## config.mk

```make
export PLATFORM = sky130hd
export DESIGN_NAME = cau_front
export DESIGN_NICKNAME = d
export VERILOG_FILES = /design/src/sv/complex_arith_unit_defines.svh /design/src/sv/cau_pkg.sv /design/src/sv/cau_front.sv
export SDC_FILE = /design/constraint.sdc
export NUM_CORES = 1
export LEC_CHECK = 0
export BUFFER_PORTS_ARGS = -buffer_cell sky130_fd_sc_hd__buf_2
export CORE_ASPECT_RATIO = 1.5
export CORE_MARGIN = 4
export CORE_UTILIZATION = 30
export CTS_CLUSTER_SIZE = 40
export DETAILED_ROUTE_END_ITERATION = 10
export PLACE_DENSITY = 0.56
export SETUP_SLACK_MARGIN = 0.5
export SYNTH_ARGS = -nofsm -noshare
export SYNTH_HDL_FRONTEND = slang
export SYNTH_SLANG_ARGS = --single-unit
```

## constraint.sdc

```tcl
create_clock -name i_clk -period 13.5 [get_ports i_clk]
set_input_delay 4.05 -clock i_clk [delete_from_list [all_inputs] [get_ports i_clk]]
set_output_delay 4.05 -clock i_clk [all_outputs]
set_load 0.01 [all_outputs]
```

## src/sv/complex_arith_unit_defines.svh

```systemverilog
// Assertion macros for the complex arithmetic unit.
// Each macro checks one implication on the rising clock edge, disabled in reset.
`ifndef COMPLEX_ARITH_UNIT_DEFINES_SVH
`define COMPLEX_ARITH_UNIT_DEFINES_SVH
`ifndef SYNTHESIS
`define CAU_ASSERT_IMP(lbl, clk, rst_n, ante, cons) \
    lbl: assert property (@(posedge clk) disable iff (!rst_n) (ante) |-> (cons)) \
        else $error("%m: check failed");
`define CAU_ASSERT_NXT(lbl, clk, rst_n, ante, cons) \
    lbl: assert property (@(posedge clk) disable iff (!rst_n) (ante) |=> (cons)) \
        else $error("%m: check failed");
`else
`define CAU_ASSERT_IMP(lbl, clk, rst_n, ante, cons)
`define CAU_ASSERT_NXT(lbl, clk, rst_n, ante, cons)
`endif
`endif

```

## src/sv/cau_pkg.sv

```systemverilog
package cau_pkg;

    localparam int DATA_W     = 32;
    localparam int FRAC_BITS  = 16;
    localparam int EXT_W      = DATA_W + 1;
    localparam int PROD_W     = 2 * DATA_W;
    localparam int SUM_W      = PROD_W + 1;
    localparam int DIV_STEPS  = DATA_W;
    localparam int DIV_LAT    = DIV_STEPS + 2;
    localparam int FIFO_DEPTH = 4;
    localparam int FIFO_AW    = $clog2(FIFO_DEPTH);
    localparam int CNT_W      = FIFO_AW + 1;
    localparam int OP_W       = 4;
    localparam int ST_W       = 2;

    localparam logic [OP_W-1:0] OP_ADD  = 4'd0;
    localparam logic [OP_W-1:0] OP_SUB  = 4'd1;
    localparam logic [OP_W-1:0] OP_MUL  = 4'd2;
    localparam logic [OP_W-1:0] OP_DIV  = 4'd3;
    localparam logic [OP_W-1:0] OP_CONJ = 4'd4;
    localparam logic [OP_W-1:0] OP_NEG  = 4'd5;
    localparam logic [OP_W-1:0] OP_ABS2 = 4'd6;
    localparam logic [OP_W-1:0] OP_INV  = 4'd7;
    localparam logic [OP_W-1:0] OP_EQ   = 4'd8;
    localparam logic [OP_W-1:0] OP_NONE = 4'd15;

    localparam logic [ST_W-1:0] ST_OK  = 2'd0;
    localparam logic [ST_W-1:0] ST_SAT = 2'd1;
    localparam logic [ST_W-1:0] ST_DZ  = 2'd2;

    typedef struct packed {
        logic [OP_W-1:0]          op;
        logic signed [DATA_W-1:0] a_re;
        logic signed [DATA_W-1:0] a_im;
        logic signed [DATA_W-1:0] b_re;
        logic signed [DATA_W-1:0] b_im;
    } t_in;

    typedef struct packed {
        logic signed [DATA_W-1:0] res_re;
        logic signed [DATA_W-1:0] res_im;
        logic [ST_W-1:0]          status;
    } t_out;

    // Classified item: decoded kind, operands, and the pair to be squared.
    typedef struct packed {
        logic [OP_W-1:0]          kind;
        logic signed [DATA_W-1:0] a_re;
        logic signed [DATA_W-1:0] a_im;
        logic signed [DATA_W-1:0] b_re;
        logic signed [DATA_W-1:0] b_im;
        logic signed [DATA_W-1:0] sq_x;
        logic signed [DATA_W-1:0] sq_y;
    } t_work;

    // Side information that travels alongside the divider pipeline.
    typedef struct packed {
        logic              vld;
        logic [OP_W-1:0]   kind;
        logic              zdiv;
        logic              sat;
        logic [DATA_W-1:0] re;
        logic [DATA_W-1:0] im;
    } t_tag;

    // Clamp a signed sum one bit wider than DATA_W; returns {saturated, value}.
    function automatic logic [DATA_W:0] sat_s(input logic signed [DATA_W:0] v);
        logic [DATA_W:0] r;
        if (v[DATA_W] != v[DATA_W-1]) begin
            r = {1'b1, v[DATA_W], {(DATA_W-1){~v[DATA_W]}}};
        end else begin
            r = {1'b0, v[DATA_W-1:0]};
        end
        return r;
    endfunction

    // Sign and magnitude to two's complement with clamping; returns {saturated, value}.
    function automatic logic [DATA_W:0] q_out(input logic neg, input logic [DATA_W:0] mag);
        logic [DATA_W:0]   r;
        logic [DATA_W-1:0] t;
        t = ~mag[DATA_W-1:0] + 1'b1;
        if (!neg) begin
            if (mag > {2'b00, {(DATA_W-1){1'b1}}}) begin
                r = {2'b10, {(DATA_W-1){1'b1}}};
            end else begin
                r = {1'b0, mag[DATA_W-1:0]};
            end
        end else begin
            if (mag > {2'b01, {(DATA_W-1){1'b0}}}) begin
                r = {2'b11, {(DATA_W-1){1'b0}}};
            end else begin
                r = {1'b0, t};
            end
        end
        return r;
    endfunction

endpackage

```

## src/sv/cau_front.sv

```systemverilog
module cau_front (
    input  logic           i_clk,
    input  logic           i_rst_n,
    input  logic           i_valid,
    input  cau_pkg::t_in   i_data,
    output logic           o_stall,
    input  logic           i_full,
    output logic           o_push,
    output cau_pkg::t_work o_work
);
    import cau_pkg::*;

    logic  r_f_valid;
    t_work r_f;
    t_work n_f;

    assign o_stall = r_f_valid && i_full;
    assign o_push  = r_f_valid && !i_full;
    assign o_work  = r_f;

    always_comb begin
        n_f      = '0;
        n_f.a_re = i_data.a_re;
        n_f.a_im = i_data.a_im;
        n_f.b_re = i_data.b_re;
        n_f.b_im = i_data.b_im;
        unique case (i_data.op) inside
            OP_ADD, OP_SUB, OP_MUL, OP_DIV, OP_CONJ, OP_NEG, OP_ABS2, OP_INV, OP_EQ: begin
                n_f.kind = i_data.op;
            end
            default: begin
                n_f.kind = OP_NONE;
            end
        endcase
        unique case (i_data.op) inside
            OP_DIV: begin
                n_f.sq_x = i_data.b_re;
                n_f.sq_y = i_data.b_im;
            end
            OP_ABS2, OP_INV: begin
                n_f.sq_x = i_data.a_re;
                n_f.sq_y = i_data.a_im;
            end
            default: begin
                n_f.sq_x = '0;
                n_f.sq_y = '0;
            end
        endcase
    end

    always_ff @(posedge i_clk) begin
        if (!i_rst_n) begin
            r_f_valid <= 1'b0;
        end else if (!o_stall) begin
            r_f_valid <= i_valid;
        end
    end

    always_ff @(posedge i_clk) begin
        if (!o_stall && i_valid) begin
            r_f <= n_f;
        end
    end

endmodule

```

==> metrics <==
Fin Setup TNS=0 ps; Net count, final=891; Critical Path AT=4510 ps; Cell Rows=69; clock tree buffer depth=2; CTS H-tree depth=4; Period minus WS final=8560 ps; worst vdd ir=0.0774 mV; Setup crit end kind=primary output; final setup violation count=0; clk_lat worst skew=430 ps; IO Port Bufs=333; Syn Inst Count=429; root buf cell=clkbuf_16; FFs w/ async S/R, synth=0%; Distinct cells, synth=18; number of max-cap violations=0; antenna viol nets, final=0; period utilization=63.4%; Synth Area in Compound Gates=5.12%; Post-Route WL=19500 um; Synth Cell Area=7350 um2; f_max=117 MHz; Synth area leader=edfxtp_1; largest family of logic cells by synthesized area=simple AND/OR/NAND/NOR gates; CTS tree=yes; YS warnings=0; syn avg cell area=17.1 um2; pre-CTS setup slack=4950 ps; most frequent cells after synthesis=edfxtp_1, nand2_1, a21oi_1, nand3b_1, buf_2; Vias per Instance=4.42; Worst Path Max Fanout=3; Post-CTS Setup Repair Bufs=0; mux cell area share after synthesis=0%; Seq cells post-synth=197; Mapped Nets=565; Starting Density=30.7%; die area=27100 um2; post-cts resize count=0; Core Region=23900 um2; Cell Pwr Density=136 nW/um2; Iter 0 DRT Violations=257; largest net degree at the start of global routing=82; most frequent cell after synthesis=edfxtp_1; Pre-Repair DR Iteration Count=4; Simple-Gate Fraction of Synth Area=12.1%; register area share after synthesis=80.3%; xor/xnor share of the synthesized area=0%; vias in the first global route=4870; synth top area cells=edfxtp_1, nand3b_1, a21oi_1; post-layout util=41.1%; first-pass GRT wire length=28200 um; Leakage Power=0.00402 uW; io pins=334; Die Span Y=200 um; clock transition at the registers of the reported paths=70 ps; total number of vias=4808; Worst-Margin Slew=1210 ps; Post-route DRC=0; outcome=finished, final reports clean; number of synthesized flops with an enable pin=196; share of layout cells above drive strength 1=50.0%; Die Width=136 um; final RePlAce weighted congestion=0.732; critical path type=in -> out; slew margin rel.=19.4%; initial antenna violation count=2; drt wl/cell=17.9 um; Layout Skew=6.46 ps; PnR Total Power=1330 uW; clk sinks=197; RSZ-0062 raised after global routing=no; total CTS buffers=17; Hold Crit Class=reg -> reg; Top FF cell, synth=edfxtp_1; Critical Path RT=9450 ps; Total GRT Usage=13.9%; CP Launch Type=input port; Hold Fails Final Rpt=0; grt total ovfl=0; Post-CTS Hold Fix Bufs=0; area grow syn2layout=33.6%; hold_ws=703 ps; post-route setup slack=4940 ps; DP Wirelength=13300 um; Synth Area in Adders=0%; Synth top area share=80.0%; Final Max Slew Viols=0
## path summary, 6_finish.rpt
kind / startpoint / slack [ps] / to / depth (start not counted)
max: i_full / 4940 / o_stall / 3
min: r_f_valid / 700 / r_f_valid / 2
max reg2reg: r_f_valid / 10620 / o_work[0] / 3
min reg2reg: r_f_valid / 700 / r_f_valid / 2
## layout by cell type (no fill, tap or decap)
master	netlist	layout
a21oi_1	55	55
a21oi_2	9	9
and2_1	1	1
buf_2	13	331
buf_4	7	5
bufinv_16	0	1
clkbuf_1	5	3
clkbuf_16	0	17
clkinv_1	0	2
clkinv_2	0	2
clkinv_4	0	3
clkinvlp_4	0	2
dfxtp_1	1	1
diode_2	0	1
edfxtp_1	196	196
inv_6	0	2
nand2_1	64	64
nand2b_1	4	3
nand2b_4	0	1
nand3b_1	54	54
nand3b_4	10	10
nor2b_1	2	1
nor2b_4	0	1
o21a_1	1	1
o21ai_1	3	3
## final cells by class
class	instances	area [um2]
clock inverters	12	106
diodes	1	2.50
well taps	319	399
flip-flops and latches	197	5910
clock buffers	20	437
multi-input cells	203	1280
repair buffers	336	1690
fillers	2296	14100
## worst max-delay path, stage by stage
cell and delay (ps):
buf_2 90, and2_1 210, buf_2 160
## stage by stage
stage	area (um2)	cells
floorplan	7360	429
global placement	9280	1055
detailed placement	9280	1055
CTS	9820	1087
global route	9820	1087
finish	9830	1088
## metal layers
| layer | up-vias | share of wire, % | global-route usage (%) |
|---|---|---|---|
| met4 | 2 | 1.6 | 4.82 |
| met1 | 2316 | 36 | 14.5 |
| met2 | 207 | 54 | 25.8 |
| met3 | 17 | 7.9 | 4.89 |
| met5 | - | 0.067 | 0 |
| li1 | 2266 | - | - |
## cells by family (layout without fill, tap and decap cells)
family,count (synthesis),count (layout)
compound gates,68,68
buf+inv,29,368
flops,197,197
other cells,0,1
simple gates,135,135
## report_power, final
part	internal (uW)	switching (uW)
Clock	255	222
Sequential	716	7.85
Combinational	49.5	83.0
## sequential cells by signal (all words and copies together), names as in the netlist
signal	count
r_f_valid	1
o_work	196
No activity file was read; power rests on OpenSTA's default activity.
