===== src/sv/complex_arith_unit_defines.svh =====
// Assertion macros for the complex arithmetic unit.
// Each macro checks one implication on the rising clock edge, disabled in reset.
`ifndef COMPLEX_ARITH_UNIT_DEFINES_SVH
`define COMPLEX_ARITH_UNIT_DEFINES_SVH
`ifndef SYNTHESIS
`define CAU_ASSERT_IMP(lbl, clk, rst_n, ante, cons) \
    lbl: assert property (@(posedge clk) disable iff (!rst_n) (ante) |-> (cons)) \
        else $error("%m: check failed");
`define CAU_ASSERT_NXT(lbl, clk, rst_n, ante, cons) \
    lbl: assert property (@(posedge clk) disable iff (!rst_n) (ante) |=> (cons)) \
        else $error("%m: check failed");
`else
`define CAU_ASSERT_IMP(lbl, clk, rst_n, ante, cons)
`define CAU_ASSERT_NXT(lbl, clk, rst_n, ante, cons)
`endif
`endif


===== src/sv/cau_pkg.sv =====
package cau_pkg;

    localparam int DATA_W     = 32;
    localparam int FRAC_BITS  = 16;
    localparam int EXT_W      = DATA_W + 1;
    localparam int PROD_W     = 2 * DATA_W;
    localparam int SUM_W      = PROD_W + 1;
    localparam int DIV_STEPS  = DATA_W;
    localparam int DIV_LAT    = DIV_STEPS + 2;
    localparam int FIFO_DEPTH = 4;
    localparam int FIFO_AW    = $clog2(FIFO_DEPTH);
    localparam int CNT_W      = FIFO_AW + 1;
    localparam int OP_W       = 4;
    localparam int ST_W       = 2;

    localparam logic [OP_W-1:0] OP_ADD  = 4'd0;
    localparam logic [OP_W-1:0] OP_SUB  = 4'd1;
    localparam logic [OP_W-1:0] OP_MUL  = 4'd2;
    localparam logic [OP_W-1:0] OP_DIV  = 4'd3;
    localparam logic [OP_W-1:0] OP_CONJ = 4'd4;
    localparam logic [OP_W-1:0] OP_NEG  = 4'd5;
    localparam logic [OP_W-1:0] OP_ABS2 = 4'd6;
    localparam logic [OP_W-1:0] OP_INV  = 4'd7;
    localparam logic [OP_W-1:0] OP_EQ   = 4'd8;
    localparam logic [OP_W-1:0] OP_NONE = 4'd15;

    localparam logic [ST_W-1:0] ST_OK  = 2'd0;
    localparam logic [ST_W-1:0] ST_SAT = 2'd1;
    localparam logic [ST_W-1:0] ST_DZ  = 2'd2;

    typedef struct packed {
        logic [OP_W-1:0]          op;
        logic signed [DATA_W-1:0] a_re;
        logic signed [DATA_W-1:0] a_im;
        logic signed [DATA_W-1:0] b_re;
        logic signed [DATA_W-1:0] b_im;
    } t_in;

    typedef struct packed {
        logic signed [DATA_W-1:0] res_re;
        logic signed [DATA_W-1:0] res_im;
        logic [ST_W-1:0]          status;
    } t_out;

    // Classified item: decoded kind, operands, and the pair to be squared.
    typedef struct packed {
        logic [OP_W-1:0]          kind;
        logic signed [DATA_W-1:0] a_re;
        logic signed [DATA_W-1:0] a_im;
        logic signed [DATA_W-1:0] b_re;
        logic signed [DATA_W-1:0] b_im;
        logic signed [DATA_W-1:0] sq_x;
        logic signed [DATA_W-1:0] sq_y;
    } t_work;

    // Side information that travels alongside the divider pipeline.
    typedef struct packed {
        logic              vld;
        logic [OP_W-1:0]   kind;
        logic              zdiv;
        logic              sat;
        logic [DATA_W-1:0] re;
        logic [DATA_W-1:0] im;
    } t_tag;

    // Clamp a signed sum one bit wider than DATA_W; returns {saturated, value}.
    function automatic logic [DATA_W:0] sat_s(input logic signed [DATA_W:0] v);
        logic [DATA_W:0] r;
        if (v[DATA_W] != v[DATA_W-1]) begin
            r = {1'b1, v[DATA_W], {(DATA_W-1){~v[DATA_W]}}};
        end else begin
            r = {1'b0, v[DATA_W-1:0]};
        end
        return r;
    endfunction

    // Sign and magnitude to two's complement with clamping; returns {saturated, value}.
    function automatic logic [DATA_W:0] q_out(input logic neg, input logic [DATA_W:0] mag);
        logic [DATA_W:0]   r;
        logic [DATA_W-1:0] t;
        t = ~mag[DATA_W-1:0] + 1'b1;
        if (!neg) begin
            if (mag > {2'b00, {(DATA_W-1){1'b1}}}) begin
                r = {2'b10, {(DATA_W-1){1'b1}}};
            end else begin
                r = {1'b0, mag[DATA_W-1:0]};
            end
        end else begin
            if (mag > {2'b01, {(DATA_W-1){1'b0}}}) begin
                r = {2'b11, {(DATA_W-1){1'b0}}};
            end else begin
                r = {1'b0, t};
            end
        end
        return r;
    endfunction

endpackage


===== src/sv/cau_fifo.sv =====
module cau_fifo (
    input  logic           i_clk,
    input  logic           i_rst_n,
    input  logic           i_push,
    input  cau_pkg::t_work i_data,
    output logic           o_full,
    input  logic           i_pop,
    output logic           o_empty,
    output cau_pkg::t_work o_data
);
    import cau_pkg::*;

    t_work              r_mem [FIFO_DEPTH];
    logic [FIFO_AW-1:0] r_wr;
    logic [FIFO_AW-1:0] r_rd;
    logic [CNT_W-1:0]   r_cnt;

    assign o_full  = (r_cnt == CNT_W'(FIFO_DEPTH));
    assign o_empty = (r_cnt == '0);
    assign o_data  = r_mem[r_rd];

    always_ff @(posedge i_clk) begin
        if (!i_rst_n) begin
            r_wr  <= '0;
            r_rd  <= '0;
            r_cnt <= '0;
        end else begin
            if (i_push) begin
                r_wr <= r_wr + 1'b1;
            end
            if (i_pop) begin
                r_rd <= r_rd + 1'b1;
            end
            r_cnt <= r_cnt + CNT_W'(i_push) - CNT_W'(i_pop);
        end
    end

    always_ff @(posedge i_clk) begin
        if (i_push) begin
            r_mem[r_wr] <= i_data;
        end
    end

endmodule


===== config.mk =====
export PLATFORM = sky130hd
export DESIGN_NAME = cau_fifo
export DESIGN_NICKNAME = d
export VERILOG_FILES = /design/src/sv/complex_arith_unit_defines.svh /design/src/sv/cau_pkg.sv /design/src/sv/cau_fifo.sv
export SDC_FILE = /design/constraint.sdc
export NUM_CORES = 1
export LEC_CHECK = 0
export BUFFER_PORTS_ARGS = -buffer_cell sky130_fd_sc_hd__buf_4
export CORE_UTILIZATION = 30
export CTS_CLUSTER_SIZE = 25
export DETAILED_ROUTE_END_ITERATION = 6
export GPL_TIMING_DRIVEN = 0
export MAX_ROUTING_LAYER = met4
export SYNTH_ARGS = -nofsm -noshare
export SYNTH_HDL_FRONTEND = slang
export SYNTH_SLANG_ARGS = --single-unit

===== constraint.sdc =====
create_clock -name i_clk -period 12.5 [get_ports i_clk]
set_clock_uncertainty 0.15 [all_clocks]
set_input_delay 2.5 -clock i_clk [delete_from_list [all_inputs] [get_ports i_clk]]
set_output_delay 2.5 -clock i_clk [all_outputs]
set_load 0.02 [all_outputs]

==> metrics.md, run 1 <==
| Metric | Value |
|---|---|
| First-pass GRT wire length | 90.29 mm |
| WL/cell | 21.00 µm |
| Mapped Cells | 1067 |
| Buffer count from post-CTS setup fixing | 0 |
| Data required, critical path | 9.85 ns |
| CTS tree | yes |
| Slowest-stage cell, CP | clkbuf_1 |
| Fmax | 0.1652 GHz |
| Crit Path Class | reg -> out |
| Worst-path clk slew | 0.06 ns |
| Final Max Tran Viols | 0 |
| Crit path DAT | 3.40 ns |
| Pleak | 12.09 nW |
| Sw Ratio | 22.87% |
| Core area | 94870 µm² |
| Cts bufs inserted | 83 |
| Syn nets | 1274 |
| CTS Root Cell | clkbuf_16 |
| Worst skew pair latency | 0.63 ns |
| Max_slew headroom | 17.59% |
| Die Wd | 311.4 µm |
| DRT Pass-1 Iters | 5 |
| R2R setup slack | 9.93 ns |
| Share of the synthesized area in the top cell type | 81.98% |
| Sequential Power Share | 49.5% |
| Clock Sinks | 793 |
| Max Cap Viol | 0 |
| Critical Path End Type | primary output |
| Routed Antenna Nets | 0 |
| Final Net Count | 1768 |
| Multi-input gate area | 4661 µm² |
| Crit-path cells | buf_2, clkbuf_1, buf_2, mux4_2, buf_4 |
| P per Cell Area | 171.3 nW/µm² |
| DP HPWL | 38.79 mm |
| Synth Register Bits | 793 |
| Cell Count, Final, Fillers Out | 2899 |
| Int Power | 4.801 mW |
| Starting Density | 30.27% |
| Die ar. | 96970 µm² |
| I/O pins | 398 |
| Final setup violation count | 0 |
| Routed vias/inst | 4.479 |
| Sequential area share after synthesis | 82.60% |
| Gr ovfl total | 0 |
| Register Area | 23720 µm² |
| Distinct cells, synth | 19 |
| Crit-path max FO | 12 |
| Status | finished, final reports clean |
| Worst slew pin tran | 1.236 ns |
| Tot Pwr | 6.225 mW |
| RSZ-0062 raised after global routing | no |
| Largest net degree at the start of global routing | 56 |
| Worst min path class | reg -> reg |
| Most frequent cells in the layout | edfxtp_1 (784), buf_4 (397), mux4_2 (196) |
| Most common cell after layout, fill and taps aside | edfxtp_1 |
| Psw | 1.424 mW |
| Crit share post-route | 48.41% |
| Crit path launch type | flip-flop |
| Combinational cell fraction of total power | 11.7% |
| Fin Setup TNS | 0 ns |
| CTS H-tree depth | 3 |
| Synth area leaders | edfxtp_1 (82%), mux4_2 (15%), buf_6 (0.67%) |
| Port Buffers | 397 |
| Final min period | 6.052 ns |
| Synth warnings | 0 |
| Row count | 113 |
| Top cell by count, worst path | buf_2 |
| Resize count post-CTS | 0 |
| Die H | 311.4 µm |
| Vias | 12985 |
| GPL Wtd Cong | 0.7268 |
| Clock power frac | 38.8% |
| Layout cells sized above 1 | 47.57% |
| Dominant cell type by area after synthesis | edfxtp_1 |
| Drt first-iter violations | 895 |
| WL final | 60.89 mm |
| Clock Path Buffers | 3 |
| Synth-to-layout area growth | 26.52% |
| Post-synthesis cell area | 28720 µm² |
| Fill count | 8501 |
| Cells after DPL | 2741 |
| Antenna violations before repair | 6 |
| Synthesized area per cell | 26.92 µm² |
| DRC violations left | 0 |
| Final hold vios | 0 |
| Number of global-route vias before repair | 13989 |
| GRT Util Overall | 12.89% |
| Max VDD drop | 0.0001240 V |
| Max incr delay on CP | 0.94 ns |
| Hold-fix buffers, CTS | 0 |
## power groups by stage
stage	Clock [mW]	Combinational, mW	Sequential (mW)
global placement	0	0.722	3.18
global route	2.57	0.778	3.09
finish	2.41	0.727	3.08
floorplan	0	0.401	3.16
detailed placement	0	0.746	3.14
CTS	2.49	0.749	3.09
## cell type report
type | count | area share [%]
Clock buffer | 99 | 6.085
Antenna cell | 7 | 0.04821
Sequential cell | 793 | 65.29
Multi-Input combinational cell | 223 | 12.83
Buffer | 44 | 0.8781
Timing Repair Buffer | 409 | 9.112
Tap cell | 1265 | 4.356
Clock inverter | 52 | 1.329
Inverter | 7 | 0.07232
## layer usage
layer,vias to the layer above,global-route usage (%),wire [µm]
li1,5647,-,-
met4,0,3.997,1197
met2,399,20.03,29960
met5,-,-,0
met3,77,4.672,5339
met1,6862,15.67,24390
## final timing paths
| path | from | endpoint | cells past startpoint |
|---|---|---|---|
| setup / recovery | flip-flop | o_data[106] | 5 |
| hold / removal | r_rd[1] | r_rd[1] | 2 |
| setup reg to reg | r_wr[0] | r_mem[2][0] | 5 |
| hold reg to reg | r_rd[1] | r_rd[1] | 2 |
## worst max-delay path: cells and delay by family (launching register included)
kind	cells	cell delay [ns]
buf+inv	4	1.95
flops	1	0.30
mux	1	0.48
## Yosys cell counts
cell type / count
nor2_1: 5
inv_1: 7
buf_6: 17
and2_1: 6
clkbuf_1: 6
dfxtp_1: 9
xnor2_1: 2
nor3_1: 1
mux2i_1: 1
xor3_1: 1
and3_1: 1
edfxtp_1: 784
ha_1: 6
mux4_2: 196
a21oi_1: 1
fa_1: 1
nand3b_1: 1
buf_2: 21
a21bo_2: 1
## metrics by stage
step	util [%]	hold slack, ns	instance area (µm²)	worst slack [ns]
2_1_floorplan	-	0.3493	28720	4.822
6_report	38.30	0.4002	36330	6.448
4_1_cts	38.28	0.4006	36320	6.210
3_3_place_gp	35.08	0.3728	33280	0.6362
5_1_grt	38.29	0.4246	36330	6.193
3_5_place_dp	35.44	0.3865	33620	6.935
## kinds of logic after synthesis
| logic type | share of synthesized area, % |
|---|---|
| buffers and inverters | 1.202 |
| adder cells (fa/ha/maj) | 0.3311 |
| multiplexers | 15.41 |
| XOR/XNOR | 0.1438 |
| AO/OA/AOI/OAI | 0.05227 |
| flip-flops | 82.60 |
| AND/OR/NAND/NOR | 0.2614 |
## flip-flops by register name, summed over array words and instances (netlist names), named ones only
register,flops
r_mem,784
r_cnt,3
r_rd,2
r_wr,2
Note: power is estimated with default switching activity, not from simulation.
==> inputs of run 2 (changes only) <==
Settings changed: ABC_AREA set to 1.
Clock period 12.5 ns to 5.5 ns, I/O delays scaled along.
==> run 2 against run 1 <==
Clock power grew 140%; register-to-register slack worse by 6.9 ns; via count grew 49%; critical path depth grew 2; core utilization is 0.17 points higher; design area grew 8.5%; worst hold slack worse by 0.084 ns; largest power group unchanged; critical path type unchanged; first-iteration DRC count rose by 14%; count of clock-buffer cells in the layout is 10 higher.
==> metrics.md, run 2 <==
| Metric | Value |
|---|---|
| Async set-reset flop share out of synthesis | 0% |
| Syn nets | 2549 |
| Cell area after layout | 39420 µm² |
| Distinct cells, synth | 17 |
| Max VDD drop | 0.0002895 V |
| Largest net degree at the start of global routing | 33 |
| Resize count post-CTS | 0 |
| Hold-fix buffers, CTS | 0 |
| Fmax | 0.2770 GHz |
| RSZ-0062 raised after global routing | no |
| First-pass GRT wire length | 125.5 mm |
| Synth area leaders | edfxtp_1 (75%), inv_1 (4.9%), nand2_1 (4.8%) |
| CTS tree | yes |
| Routed Antenna Nets | 0 |
| Cells after DPL | 4135 |
| Top FF cell, synth | edfxtp_1 |
| Max Cap Viol | 0 |
| WL final | 86.42 mm |
| Core area | 102500 µm² |
| Register Area | 23720 µm² |
| Worst min path class | reg -> reg |
| Number of global-route vias before repair | 19084 |
| Data required, critical path | 4.25 ns |
| Crit-path cells | buf_2, buf_2, buf_2, a21oi_1, o21ai_0, nand2_1, buf_4 |
| Clock Path Buffers | 3 |
| Vias | 19306 |
| Top cell by count, worst path | buf_2 |
| Routed vias/inst | 4.474 |
| Max reg flops | 784 |
| Top-count cell post-synth | edfxtp_1 |
| Sequential area share after synthesis | 76.04% |
| Synth Register Bits | 793 |
| GRT Util Overall | 16.66% |
| Synthesized area per cell | 13.32 µm² |
| CTS Root Cell | clkbuf_16 |
| Antenna violations before repair | 14 |
| Buffer count from post-CTS setup fixing | 0 |
| End-of-flow core utilization | 38.47% |
| Post-synth EDFFs | 784 |
| Final Max Tran Viols | 0 |
| Buf/Inv on CP | 4 |
| Synth-to-layout area growth | 26.36% |
| Final setup violation count | 0 |
| CTS H-tree depth | 3 |
| Clock Sinks | 793 |
| Most frequent cells after synthesis | edfxtp_1 (784), inv_1 (407), nand2_1 (402), a21oi_1 (202), o211ai_1 (196) |
| Die H | 324.5 µm |
| Max_slew headroom | 55.70% |
| Mapped Cells | 2342 |
| Final Net Count | 3065 |
| Synth warnings | 0 |
| Final hold vios | 0 |
| Port Buffers | 397 |
| Family with the most delay on the worst path | buffers and inverters |
| Post-synthesis cell area | 31200 µm² |
| Drt first-iter violations | 1021 |
| Starting Density | 30.44% |
| DP HPWL | 59.19 mm |
| DRT Pass-1 Iters | 5 |
| Final min period | 3.610 ns |
| Multi-input gate area | 5105 µm² |
| Largest Register | r_mem |
| Die Wd | 324.5 µm |
| Share of the synthesized area in the top cell type | 75.46% |
| Crit path DAT | 2.36 ns |
| Placed Area | 36470 µm² |
| Most frequent cells in the layout | edfxtp_1 (784), buf_4 (407), inv_1 (403) |
| WL/cell | 20.03 µm |
| Worst-path clk slew | 0.05 ns |
| Cts bufs inserted | 89 |
| Worst slew pin tran | 0.6646 ns |
| Worst skew pair latency | 0.66 ns |
| Row count | 117 |
| Critical Path End Type | primary output |
| Most common cell after layout, fill and taps aside | edfxtp_1 |
| Fill count | 9678 |
| Pleak | 15.30 nW |
| GPL Wtd Cong | 0.7888 |
| Die ar. | 105300 µm² |
| Crit share post-route | 65.63% |
| Status | finished, final reports clean |
| Largest registers | r_mem x784, r_cnt x3 |
| DP Worst Slack | 2.269 ns |
| Slowest-stage cell, CP | buf_2 |
| Dominant cell type by area after synthesis | edfxtp_1 |
| Cell Count, Final, Fillers Out | 4315 |
| Crit-path max FO | 10 |
| DRC violations left | 0 |
| Gr ovfl total | 0 |
| Max incr delay on CP | 0.45 ns |
| I/O pins | 398 |
| Layout cells sized above 1 | 23.34% |
| Crit path setup slack, layout | 1.890 ns |
| Crit path launch type | flip-flop |
| Crit Path Class | reg -> out |
| P per Cell Area | 371.6 nW/µm² |
| Tot Pwr | 14.65 mW |
==> run 2: final timing paths <==
kind	from	end	slack [ns]	depth (start not counted)
worst max register to register	r_wr[1]	r_mem[1][52]	2.98	8
worst min-delay path	r_rd[1]	r_rd[1]	0.32	2
worst max-delay path	flip-flop	o_data[72]	1.89	7
worst min register to register	r_rd[1]	r_rd[1]	0.32	2
==> run 2: per-layer routing <==
| layer | wire length [µm] | global-route usage (%) | vias up | share of wire, % |
|---|---|---|---|---|
| met4 | 2088 | 4.440 | 0 | 2.4 |
| met1 | 35690 | 19.98 | 9368 | 41 |
| met2 | 40890 | 26.37 | 566 | 47 |
| met5 | 0 | - | - | 0 |
| li1 | - | - | 9256 | - |
| met3 | 7747 | 6.106 | 116 | 9.0 |
==> run 2: worst register-to-register path: stages, from the launching register on <==
cell	delay, ns
dfxtp_1	0.36
inv_1	0.08
ha_1	0.18
nand2_1	0.10
clkinvlp_4	0.42
buf_12	0.35
buf_12	0.19
buf_12	0.18
buf_12	0.24
==> run 2: area by class of cell <==
class / instances / share of cell area [%]
buffer: 131 / 2.136
sequential: 793 / 60.18
timing repair buffer: 425 / 9.001
tap: 1368 / 4.342
clock buffer: 109 / 5.948
antenna: 17 / 0.1079
multi-input combinational: 1011 / 12.95
clock inverter: 54 / 1.425
inverter: 407 / 3.913
==> run 2: power breakdown <==
part / leakage (nW) / internal, mW / total [mW] / switching [mW]
clock: 1.41 / 3.50 / 5.89 / 2.39
combinational: 6.61 / 0.628 / 1.79 / 1.16
sequential: 7.28 / 6.92 / 6.97 / 0.0510
total: 15.3 / 11.0 / 14.6 / 3.60
==> run 2: cell families (layout without fill, tap and decap cells) <==
group	Yosys count	after routing	share of synthesized area, %
AO/OA/AOI/OAI	598	598	11.17
adder cells (fa/ha/maj)	7	7	0.3048
buffers and inverters	538	1126	7.596
flip-flops	793	793	76.04
other	0	17	0
AND/OR/NAND/NOR	406	406	4.893
==> run 2: per-stage QoR <==
stage	hold slack, ns	TNS, ns
2_1_floorplan	0.2856	0
3_3_place_gp	0.3059	-1744.12
3_5_place_dp	0.3080	0
4_1_cts	0.3182	0
5_1_grt	0.3425	0
6_report	0.3158	0
==> inputs of run 3 (changes only) <==
Clock period 5.5 ns to 3.4 ns, I/O delays scaled along.
==> run 3 against run 2 <==
Critical path depth is 1 lower; design area grew 0.44%; worst setup slack got worse by 1.7 ns; wire length decreased by 0.95%; flip-flop and latch count is the same; sequential share of layout area shrank 0.26 points; clock power rose by 67%; worst hold slack lost 0.25 ns; critical endpoint is now o_data[160].
==> metrics.md, run 3 (synthesis results as in run 2) <==
| Metric | Value |
|---|---|
| Die Wd | 324.5 µm |
| Fill count | 9668 |
| Synth-to-layout area growth | 26.91% |
| Max VDD drop | 0.0004537 V |
| Max Cap Viol | 0 |
| Crit share post-route | 94.20% |
| Largest Register | r_mem |
| CTS Root Cell | clkbuf_16 |
| WL final | 85.60 mm |
| Largest registers | r_mem x784, r_cnt x3 |
| Layout cells sized above 1 | 23.65% |
| Met2 Wirelength | 39.31 mm |
| GPL Wtd Cong | 0.7855 |
| Critical Path End Type | primary output |
| Register Area | 23720 µm² |
| Metal-1 WL | 35.60 mm |
| Worst skew pair latency | 0.65 ns |
| Die H | 324.5 µm |
| Top cell by count, worst path | buf_2 |
| P per Cell Area | 605.8 nW/µm² |
| Highest metal used | met4 |
| Worst min path class | in -> reg |
| Fmax | 0.3122 GHz |
| DRT Pass-1 Iters | 5 |
| Most frequent cells in the layout | edfxtp_1 (784), buf_4 (407), inv_1 (403) |
| Gr ovfl total | 0 |
| Hold-fix buffers, CTS | 0 |
| Crit Path Class | reg -> out |
| WL/cell | 19.82 µm |
| Tot Pwr | 23.99 mW |
| Drt first-iter violations | 1202 |
| WHS | 0.06835 ns |
| Die ar. | 105300 µm² |
| Number of global-route vias before repair | 18881 |
| First-pass GRT wire length | 124.6 mm |
| Largest net degree at the start of global routing | 36 |
| DRC violations left | 0 |
| GRT Util Overall | 16.57% |
| Worst flop-to-flop path startpoint | r_wr[0] |
| Routed Antenna Nets | 0 |
| Slowest-stage cell, CP | buf_2 |
| Final min period | 3.203 ns |
| Max reg flops | 784 |
| Cell area after layout | 39590 µm² |
| Fin Setup TNS | 0 ns |
| CTS H-tree depth | 3 |
| Data required, critical path | 2.57 ns |
| Crit-path cells | buf_2, buf_2, buf_2, o211ai_1, nand2_1, buf_4 |
| Pleak | 15.33 nW |
| DP HPWL | 57.78 mm |
| Routed vias/inst | 4.441 |
| Multi-input gate area | 5177 µm² |
| Clock Sinks | 793 |
| Final setup violation count | 0 |
| Clock Path Buffers | 3 |
| Max incr delay on CP | 0.39 ns |
| Placed Area | 36540 µm² |
| Routed wl met3 | 8.737 mm |
| Starting Density | 30.44% |
| RSZ-0062 raised after global routing | no |
| Final Net Count | 3064 |
| Final Max Tran Viols | 0 |
| Most common cell after layout, fill and taps aside | edfxtp_1 |
| Crit path launch type | flip-flop |
| Vias | 19178 |
| Cts bufs inserted | 89 |
| Final hold vios | 0 |
| Port Buffers | 397 |
| I/O pins | 398 |
| Hold_sp | i_data[175] |
| End-of-flow core utilization | 38.64% |
| Worst slew pin tran | 0.7633 ns |
| Crit path DAT | 2.37 ns |
| Worst-path clk slew | 0.06 ns |
| Status | finished, final reports clean |
| Row count | 117 |
| Crit-path max FO | 10 |
| Core area | 102500 µm² |
| Max_slew headroom | 49.01% |
| Antenna violations before repair | 22 |
| CTS tree | yes |
==> run 3: area by class of cell <==
cell class | instances | area share (%)
timing repair buffer | 424 | 8.949
clock buffer | 115 | 5.979
multi-input combinational | 1011 | 13.08
clock inverter | 49 | 1.590
tap | 1368 | 4.323
buffer | 131 | 2.146
sequential | 793 | 59.91
inverter | 407 | 3.896
antenna | 20 | 0.1264
==> run 3: per-layer routing <==
| layer | up-vias | GRT usage, % |
|---|---|---|
| met3 | 122 | 7.279 |
| met1 | 9256 | 19.98 |
| li1 | 9262 | - |
| met5 | - | - |
| met4 | 0 | 4.532 |
| met2 | 538 | 25.12 |
==> run 3: where the power goes <==
part	switching, mW	internal, mW	total, mW
sequential	0.0809	11.2	11.3
clock	3.88	5.93	9.81
combinational	1.89	1.02	2.91
==> run 3: critical path, delay by kind of cell, from the launching register on <==
family / cells / cell delay (ns)
AND/OR/NAND/NOR: 1 / 0.15
AO/OA/AOI/OAI: 1 / 0.15
flip-flops: 1 / 0.30
buffers and inverters: 4 / 1.10
==> run 3: worst paths after layout <==
check / endpoint / slack, ns / cells past startpoint
setup reg to reg: r_mem[2][45] / 0.47 / 9
hold / removal: r_mem[0][175] / 0.07 / 1
hold reg to reg: r_rd[1] / 0.32 / 2
setup / recovery: o_data[160] / 0.20 / 6
==> run 3: repair_timing <==
| action | 4_1_cts | 5_1_grt |
|---|---|---|
| setup buffers | 0 | 0 |
| hold endpoints to repair | 0 | 0 |
| resized for setup | 0 | 3 |
| endpoints found under the setup margin | 0 | 5 |
==> run 3: metrics by stage <==
stage | instances | setup slack, ns
2_1_floorplan | 2342 | -0.7673
3_5_place_dp | 4134 | 0.1809
6_report | 4318 | 0.1973
5_1_grt | 4318 | 0.001766
3_3_place_gp | 4107 | -4.038
4_1_cts | 4298 | 0.004601
